`config.mk`:
```
export PLATFORM = sky130hd
export DESIGN_NAME = merge_insertion_sorter
export DESIGN_NICKNAME = d
export VERILOG_FILES = /design/src/sv/mis_pkg.sv /design/src/sv/merge_insertion_sorter.sv /design/src/sv/mis_ram.sv
export SDC_FILE = /design/constraint.sdc
export NUM_CORES = 2
export LEC_CHECK = 0
export ABC_CLOCK_PERIOD_IN_PS = 6300
export BUFFER_PORTS_ARGS = -buffer_cell sky130_fd_sc_hd__buf_2
export CAP_MARGIN = 25
export CORE_MARGIN = 8
export CORE_UTILIZATION = 60
export CTS_BUF_LIST = sky130_fd_sc_hd__clkbuf_2 sky130_fd_sc_hd__clkbuf_4 sky130_fd_sc_hd__clkbuf_8
export DETAILED_ROUTE_END_ITERATION = 8
export PLACE_DENSITY = 0.76
export SETUP_SLACK_MARGIN = 0.02
export SLEW_MARGIN = 0
export SYNTH_ARGS = -nofsm -noshare
export SYNTH_HDL_FRONTEND = slang
export SYNTH_SLANG_ARGS = --single-unit
```
`constraint.sdc`:
```
create_clock -name clk -period 6.3 [get_ports clk]
set_clock_uncertainty 0.05 [all_clocks]
set_input_delay 1.89 -clock clk [delete_from_list [all_inputs] [get_ports clk]]
set_output_delay 1.89 -clock clk [all_outputs]
set_load 0.1 [all_outputs]
```
`src/sv/mis_pkg.sv`:
```
`default_nettype none

package mis_pkg;

	localparam int VALUE_W = 31;

	typedef enum logic [2:0] {
		ST_IDLE,
		ST_SRCH_ADDR,
		ST_SRCH_CMP,
		ST_SHIFT,
		ST_OUTPUT
	} mis_state_t;

endpackage

`default_nettype wire

```
`src/sv/merge_insertion_sorter.sv`:
```
// Channel   Transfer when            Signals
// input     start && !busy           value, last_in
// result    sorted_valid             sorted_value, last_out, overflowed
//
// Each value is placed by a binary search over the sorted store, then entries >= it move up.
// A search takes at most log2 of the count plus one steps (ST_SRCH_ADDR, then ST_SRCH_CMP),
// and the move shifts each such entry up; busy stays high until the value has been written.
// A value that arrives while the store is full is dropped without a search. After the last
// value of a batch, its n results are read out on consecutive cycles, which cannot be stalled.
// Reset clears the control state only; the store itself needs no clearing.
`default_nettype none

module merge_insertion_sorter #(
	parameter int MAX_ITEMS = 64
) (
	input  logic                        clk,
	input  logic                        arst_n,
	input  logic                        start,
	output logic                        busy,
	input  logic [mis_pkg::VALUE_W-1:0] value,
	input  logic                        last_in,
	output logic                        sorted_valid,
	output logic [mis_pkg::VALUE_W-1:0] sorted_value,
	output logic                        last_out,
	output logic                        overflowed
);

	import mis_pkg::*;

	localparam int AW = $clog2(MAX_ITEMS);
	localparam int CW = $clog2(MAX_ITEMS + 1);
	localparam logic [CW-1:0] CAP = CW'(MAX_ITEMS);

	mis_state_t state_q, state_d;
	logic [CW-1:0] count_q, count_d;
	logic          ovf_q, ovf_d;
	logic [VALUE_W-1:0] val_q;
	logic          last_q;
	logic          load;
	logic [CW-1:0] lo_q, lo_d;
	logic [CW-1:0] hi_q, hi_d;
	logic [AW-1:0] mid_q, mid_d;
	logic [CW-1:0] ptr_q, ptr_d;
	logic          pend_q, pend_d;
	logic          emit_s1, last_s1, ovf_s1;
	logic          emit_d, last_d;

	logic [CW:0]   mid_sum;
	logic [CW-1:0] mid_full;
	logic [CW-1:0] ptr_m1, ptr_m2;

	logic               we;
	logic [AW-1:0]      wr_addr;
	logic [VALUE_W-1:0] wr_data;
	logic [AW-1:0]      rd_addr;
	logic [VALUE_W-1:0] rdata;

	mis_ram #(
		.WIDTH(VALUE_W),
		.DEPTH(MAX_ITEMS)
	) u_store (
		.clk  (clk),
		.we   (we),
		.waddr(wr_addr),
		.wdata(wr_data),
		.raddr(rd_addr),
		.rdata(rdata)
	);

	assign mid_sum  = {1'b0, lo_q} + {1'b0, hi_q};
	assign mid_full = mid_sum[CW:1];
	assign ptr_m1   = ptr_q - CW'(1);
	assign ptr_m2   = ptr_q - CW'(2);

	always_comb begin
		state_d = state_q;
		count_d = count_q;
		ovf_d   = ovf_q;
		lo_d    = lo_q;
		hi_d    = hi_q;
		mid_d   = mid_q;
		ptr_d   = ptr_q;
		pend_d  = pend_q;
		load    = 1'b0;
		we      = 1'b0;
		wr_addr = ptr_q[AW-1:0];
		wr_data = rdata;
		rd_addr = ptr_q[AW-1:0];
		case (state_q)
			ST_IDLE: begin
				if (start) begin
					load = 1'b1;
					if (count_q == CAP) begin
						// Store full: the value is dropped, the batch is marked.
						ovf_d = 1'b1;
						if (last_in) begin
							ptr_d   = '0;
							state_d = ST_OUTPUT;
						end
					end else begin
						lo_d    = '0;
						hi_d    = count_q;
						state_d = ST_SRCH_ADDR;
					end
				end
			end
			ST_SRCH_ADDR: begin
				if (lo_q < hi_q) begin
					mid_d   = mid_full[AW-1:0];
					rd_addr = mid_full[AW-1:0];
					state_d = ST_SRCH_CMP;
				end else begin
					ptr_d   = count_q;
					pend_d  = 1'b0;
					state_d = ST_SHIFT;
				end
			end
			ST_SRCH_CMP: begin
				if (rdata < val_q) begin
					lo_d = CW'(mid_q) + CW'(1);
				end else begin
					hi_d = CW'(mid_q);
				end
				state_d = ST_SRCH_ADDR;
			end
			ST_SHIFT: begin
				// lo_q holds the insertion slot. Reads run one entry ahead of
				// the writes, so each cycle moves one entry up by one place.
				if (ptr_q == lo_q) begin
					we      = 1'b1;
					wr_addr = lo_q[AW-1:0];
					wr_data = val_q;
					count_d = count_q + CW'(1);
					if (last_q) begin
						ptr_d   = '0;
						state_d = ST_OUTPUT;
					end else begin
						state_d = ST_IDLE;
					end
				end else if (!pend_q) begin
					rd_addr = ptr_m1[AW-1:0];
					pend_d  = 1'b1;
				end else begin
					we      = 1'b1;
					wr_addr = ptr_q[AW-1:0];
					wr_data = rdata;
					ptr_d   = ptr_m1;
					if (ptr_m1 != lo_q) begin
						rd_addr = ptr_m2[AW-1:0];
					end else begin
						pend_d = 1'b0;
					end
				end
			end
			ST_OUTPUT: begin
				rd_addr = ptr_q[AW-1:0];
				if (ptr_q == count_q) begin
					count_d = '0;
					ovf_d   = 1'b0;
					state_d = ST_IDLE;
				end else begin
					ptr_d = ptr_q + CW'(1);
				end
			end
			default: begin
				state_d = ST_IDLE;
			end
		endcase
	end

	assign emit_d = (state_q == ST_OUTPUT) && (ptr_q != count_q);
	assign last_d = (ptr_q == count_q - CW'(1));

	always_ff @(posedge clk or negedge arst_n) begin
		if (!arst_n) begin
			state_q <= ST_IDLE;
			count_q <= '0;
			ovf_q   <= 1'b0;
			last_q  <= 1'b0;
			lo_q    <= '0;
			hi_q    <= '0;
			mid_q   <= '0;
			ptr_q   <= '0;
			pend_q  <= 1'b0;
			emit_s1 <= 1'b0;
		end else begin
			state_q <= state_d;
			count_q <= count_d;
			ovf_q   <= ovf_d;
			lo_q    <= lo_d;
			hi_q    <= hi_d;
			mid_q   <= mid_d;
			ptr_q   <= ptr_d;
			pend_q  <= pend_d;
			emit_s1 <= emit_d;
			if (load) begin
				last_q <= last_in;
			end
		end
	end

	always_ff @(posedge clk) begin
		if (load) begin
			val_q <= value;
		end
		last_s1 <= last_d;
		ovf_s1  <= ovf_q;
	end

	assign busy         = (state_q != ST_IDLE);
	assign sorted_valid = emit_s1;
	assign sorted_value = rdata;
	assign last_out     = last_s1;
	assign overflowed   = ovf_s1;

endmodule

`default_nettype wire

```
`src/sv/mis_ram.sv`:
```
`default_nettype none

module mis_ram #(
	parameter int WIDTH = 31,
	parameter int DEPTH = 64
) (
	input  logic                     clk,
	input  logic                     we,
	input  logic [$clog2(DEPTH)-1:0] waddr,
	input  logic [WIDTH-1:0]         wdata,
	input  logic [$clog2(DEPTH)-1:0] raddr,
	output logic [WIDTH-1:0]         rdata
);

	logic [WIDTH-1:0] mem [DEPTH];

	always_ff @(posedge clk) begin
		if (we) begin
			mem[waddr] <= wdata;
		end
		rdata <= mem[raddr];
	end

endmodule

`default_nettype wire

```
# Word level (Yosys, flattened, before mapping)
# Memories as Yosys holds them, arrays and structs flattened. A register that Yosys moved wholly into a read port is not among the register bits.
# Cells that the tools add are included.
dict set report op_classes {
  order_cmp 2
  add_sub_neg 7
  n_reduce_logical 16
  muxes 53
  n_eq_ne 24
}
# cell count
set ops {}
lappend ops {{two-way mux 7 bit} 16}
lappend ops {{two-way mux 31 bit} 2}
lappend ops {{one-hot mux 7 bit (2 select lines)} 3}
lappend ops {{two-way mux 6 bit} 6}
lappend ops {{< comparator 31 bit} 1}
lappend ops {{one-hot mux 7 bit (4 select lines)} 1}
lappend ops {{!= test 2 bit, second input constant} 11}
lappend ops {{== test 7 bit} 3}
lappend ops {{two-way mux 3 bit} 6}
lappend ops {{AND reduction 4 bit} 4}
lappend ops {{two-way mux 1 bit} 15}
lappend ops {{one-hot mux 3 bit (5 select lines)} 1}
lappend ops {{adder 7 x 1 -> 7 bit, second input constant} 2}
lappend ops {{!= test 7 bit} 2}
lappend ops {{subtractor 7 x 1 -> 7 bit, second input constant} 2}
lappend ops {{one-hot mux 6 bit (2 select lines)} 1}
lappend ops {{!= test 3 bit, second input constant} 3}
lappend ops {{AND reduction 8 bit} 1}
lappend ops {{nonzero test 2 bit} 4}
lappend ops {{adder 6 x 1 -> 7 bit, second input constant} 1}
lappend ops {{adder 7 bit} 1}
lappend ops {{== test 7 bit, second input constant} 1}
lappend ops {{< comparator 7 bit} 1}
lappend ops {{== test 3 x 2 -> 1 bit, second input constant} 2}
lappend ops {{other kinds (10)} 12}
dict set report totals {
  mem_bits_rw 1984
  mem_count 1
  reg_bits 74
  elab_cells 116
}
# name depth width rd rd_clocked_by_memory_dff wr line
set memory_table {}
lappend memory_table {u_store.mem 64 31 1 1 1 mis_ram.sv:15} ;# logic [WIDTH-1:0] mem [DEPTH];

# Logic depth before layout (Yosys ltp)
dict set report logic_depth {
  word_depth 6
  mapped_depth 17
  mapped_depth_nobuf 13
}

# Cells and area by module
# Synthesis repeated with hierarchy kept, for this count alone.
dict set report unflattened {
  cells_unflattened 4000
  area_unflattened_um2 81738.4
}
# module area_each_um2 seq_area_each_um2 n_inst cells_per_inst
set by_module_without_submodules {}
lappend by_module_without_submodules {mis_ram 76305.7 60197.7 1 3418}
lappend by_module_without_submodules {merge_insertion_sorter 5432.7 1996.9 1 582}

# Worst setup path after synthesis
# Ideal clock, no wire load.
dict set report synth_timing {
  path_type {reg-to-reg}
  from {register ptr_q[4]}
  to {memory u_store.mem[40][0] (enable)}
  arrival_time_ns 3.940
  n_path_buf 2
  stages_incl_launch_ff 10
  setup_slack_ns 1.852
  t_required_ns 5.792
  synth_period_minus_slack_ns 4.448
  cell_sequence {dfrtp_1 -> buf_2 -> xnor2_1 -> and4_1 -> clkbuf_1 -> and2_1 -> nor2_1 -> nor2_1 -> nand4_1 -> nor3_1}
}
dict set report synth_between {
  elab_chain_cells 5
}
# item line
set synth_lines {}
lappend synth_lines {{start: declaration} merge_insertion_sorter.sv:43} ;# logic [CW-1:0] ptr_q, ptr_d;
lappend synth_lines {{start signal: assignment} merge_insertion_sorter.sv:193} ;# ptr_q <= ptr_d;
lappend synth_lines {{== test 7 bit} merge_insertion_sorter.sv:129} ;# if (ptr_q == lo_q) begin
lappend synth_lines {{two-way mux 1 bit} merge_insertion_sorter.sv:129}
lappend synth_lines {{two-way mux 1 bit} merge_insertion_sorter.sv:89} ;# case (state_q)
lappend synth_lines {{two-way mux 1 bit} mis_ram.sv:18} ;# if (we) begin
lappend synth_lines {{two-way mux 1 bit (implied by the code)} mis_ram.sv:19} ;# mem[waddr] <= wdata;
lappend synth_lines {{end: declaration} mis_ram.sv:15}
# Several ways; a longest one is shown, not always the timed one.

# Worst setup path in the final report
dict set report layout_timing {
  from {register ptr_q[1]}
  to {register u_store.rdata[20] (read register of u_store.mem)}
}
dict set report layout_between {
  elab_chain_cells 6
}
# item line
set layout_lines {}
lappend layout_lines {{subtractor 7 x 1 -> 7 bit} merge_insertion_sorter.sv:72} ;# assign ptr_m1 = ptr_q - CW'(1);
lappend layout_lines {{!= test 7 bit} merge_insertion_sorter.sv:148} ;# if (ptr_m1 != lo_q) begin
lappend layout_lines {{two-way mux 6 bit} merge_insertion_sorter.sv:148}
lappend layout_lines {{two-way mux 6 bit} merge_insertion_sorter.sv:140} ;# end else if (!pend_q) begin
lappend layout_lines {{two-way mux 6 bit} merge_insertion_sorter.sv:129}
lappend layout_lines {{one-hot mux 6 bit (2 select lines) *} merge_insertion_sorter.sv:89}
lappend layout_lines {{end: declaration} mis_ram.sv:12} ;# output logic [WIDTH-1:0] rdata
# Every way passes the cells marked *; elsewhere a longest branch is shown, timed or not.
# A chain may end at the register's enable or synchronous reset.

==> results.yml <==
grt:
  grt.total_usage: 0.2938
  grt_pass1_wl_um: 313000
  grt_max_degree: 84
  overflow: 0
  grt_pass1_vias: 45109
  grt_antenna_before_repair: 15
synthesis:
  syn_area_um2: 82260
  yosysSeqAreaShare: 0.7561
  ys_seq_elements: 2089
  ys.flop_type: "edfxtp_1"
  syn-num-nets: 4348
  yosys_warnings: 0
  synth_area_leaders: "edfxtp_1 (74%), mux4_2 (10%), nand2_1 (1.5%), a311oi_1 (1.3%), dfrtp_1 (1.2%)"
  synth_edf_count: 2015
  synth_common_cells: "edfxtp_1 (2015), mux4_2 (376), nand2_1 (323), a22oi_1 (124), a311oi_1 (120)"
  synth_top_cell_by_area: "edfxtp_1"
  syn_area_per_cell_um2: 19.30
  async_reset_ff_frac: 0.01963
  synth_cell_types: 79
  netlist_instances: 4263
  synth_top_area_share: 0.7356
  yosysMostFrequentCell: "edfxtp_1"
timing:
  fin_setup_tns_ns: 0
  max_freq_ghz: 0.1753
  rsz0062_at_grt: "false"
  hold_violations: 0
  setup_violations: 0
  slew_viol_final: 0
  worst_slew_pin_slew_ns: 1.122
  period_minus_slack_ns: 5.704
  finalCritPeriodShare: 0.9054
  slew_headroom: 0.2521
  hold_slack_ns: 0.3609
cts:
  cts_tree: "built"
  cts_made_buffers: 337
  cts_setup_buffers: 0
  cts_root_buf: "clkbuf_8"
  cts_max_path_buffers: 4
  clk_pin_slew_ns: 0.06
  clk_latency_ns: 1.01
  postCtsResizedCells: 0
  numClockSinks: 2089
  postCtsHoldBufs: 0
  htree_levels: 5
finish:
  fin_nets: 4734
  drive_gt1_frac: 0.2804
  fin_cells: 6702
  finalInstanceArea_um2: 92940
  fillers: 8503
  syn2layout_area_growth_pct: 12.99
critical_path:
  worstSetupStartpoint: "ptr_q[1]"
  cp.required_ns: 7.13
  crit_fanout: 15
  critPathArrivalTime_ns: 6.53
  rr_startpoint: "ptr_q[1]"
  startpoint_type: "register"
  timing_worst_setup_path_type: "reg -> reg"
  crit_path_end_kind: "register"
floorplanning:
  fp.dieW_um: 386.3
  dieArea_um2: 149200
  start_util: 0.6012
  rows: 136
  core_um2: 136800
  io_pins: 70
  chipHeight_um: 386.3
placed_design:
  post-dp-hpwl_um: 129600
  dp.cells: 6091
  gp_congestion: 0.9010
  dpl_cell_area_um2: 86160
  io_buffers: 69
drt:
  drt_iter0_markers: 6357
  viasPerCell: 6.762
  routed_wl_um: 219400
  ant_nets: 0
  first_pass_iters: 6
  route.vias.total: 45318
  drcViolationCount: 0
  routedWlPerCell_um: 32.73
worst_hold_path:
  hold_path_class: "reg -> reg"
  min_from: "ovf_q"
power_and_ir_drop:
  leakagePower_nw: 30.25
  vdd_drop_max_mv: 0.8851
  finalPower_mw: 54.14
  power_density_nw_per_um2: 582.5
flow_run:
  maxCapViolCount: 0
run_status:
  status: "finished clean"
==> worst max-delay path: stages, from the launching register on <==
cell and delay, ns:
dfrtp_1 0.38, inv_1 0.24, ha_1 0.21, a21boi_1 0.49, a31oi_1 0.31, nor3_2 0.38
mux2_4 0.36, o2111ai_4 0.74, buf_4 0.42, mux4_2 0.36, a22oi_1 0.63, nand4_1 0.51
or3_1 0.50
==> kinds of logic (layout without fill, tap and decap cells) <==
logic type	count (synthesis)	count (layout)	synth area share
AO/OA/AOI/OAI	576	576	0.05569
XOR/XNOR	40	40	0.004259
adder cells (fa/ha/maj)	51	51	0.007818
buffers and inverters	309	939	0.01807
flip-flops	2089	2089	0.7561
multiplexers	485	485	0.1168
other	0	15	0
AND/OR/NAND/NOR	713	713	0.04127
==> area by class of cell <==
cell class	count	area [um2]	area share
flip-flops and latches	2089	62190	0.6692
multi-input cells	1865	19140	0.2060
clock buffers	471	5782	0.06221
repair buffers	300	2650	0.02851
well taps	1794	2245	0.02415
clock inverters	112	679.4	0.007310
inverters	56	210.2	0.002262
diodes	15	37.54	0.0004039
==> cell usage in the layout (no fill, tap or decap), types with 24 or more instances in the layout <==
master,count
edfxtp_1,2015
mux4_2,376
clkbuf_8,359
nand2_1,323
buf_4,186
a22oi_1,124
a311oi_1,120
clkbuf_4,112
and2_1,97
a211oi_1,74
mux2i_1,74
buf_2,69
clkinv_1,67
nor2_4,62
inv_1,55
a211oi_2,51
ha_1,49
nand4_1,46
nor2_1,42
dfrtp_1,41
buf_12,39
or3_1,33
dfxtp_1,33
mux2_2,32
o22ai_1,32
o21ai_0,31
o21bai_1,30
clkinv_2,30
and2_0,28
a21oi_1,24
==> flip-flops by register name, indices dropped and copies added (netlist names), 3 cells and up <==
name           cells
u_store.mem     1984
u_store.rdata     31
val_q             31
count_q            7
hi_q               7
lo_q               7
ptr_q              7
mid_q              6
state_q            3
==> through the flow <==
stage,util,worst slack (ns)
floorplan,-,1.852
global placement,0.6290,0.5549
detailed placement,0.6298,0.4475
CTS,0.6770,0.4547
global route,0.6791,0.3515
finish,0.6793,0.5962
==> power by group <==
group | switching, mW | internal, mW
sequential | 0.583 | 18.3
combinational | 15.3 | 8.69
clock | 5.13 | 6.18
total | 21.0 | 33.1
==> final timing paths <==
kind / endpoint / slack, ns / cells after the start
hold / removal: overflowed / 0.36 / 0
max in group asynchronous: sorted_valid / 4.98 / 2
hold reg to reg: overflowed / 0.36 / 0
setup / recovery: u_store.rdata[20] / 0.60 / 12
min in group asynchronous: hi_q[2] / 0.75 / 1
setup reg to reg: u_store.rdata[20] / 0.60 / 12
==> routing by layer <==
layer,up-vias,GRT usage,part of all wire
met4,8,0.1524,0.058
met1,23275,0.3937,0.36
li1,18284,-,-
met3,585,0.08123,0.13
met2,3166,0.4463,0.46
met5,-,0,0.00026
(Power assumes the default switching activity.)
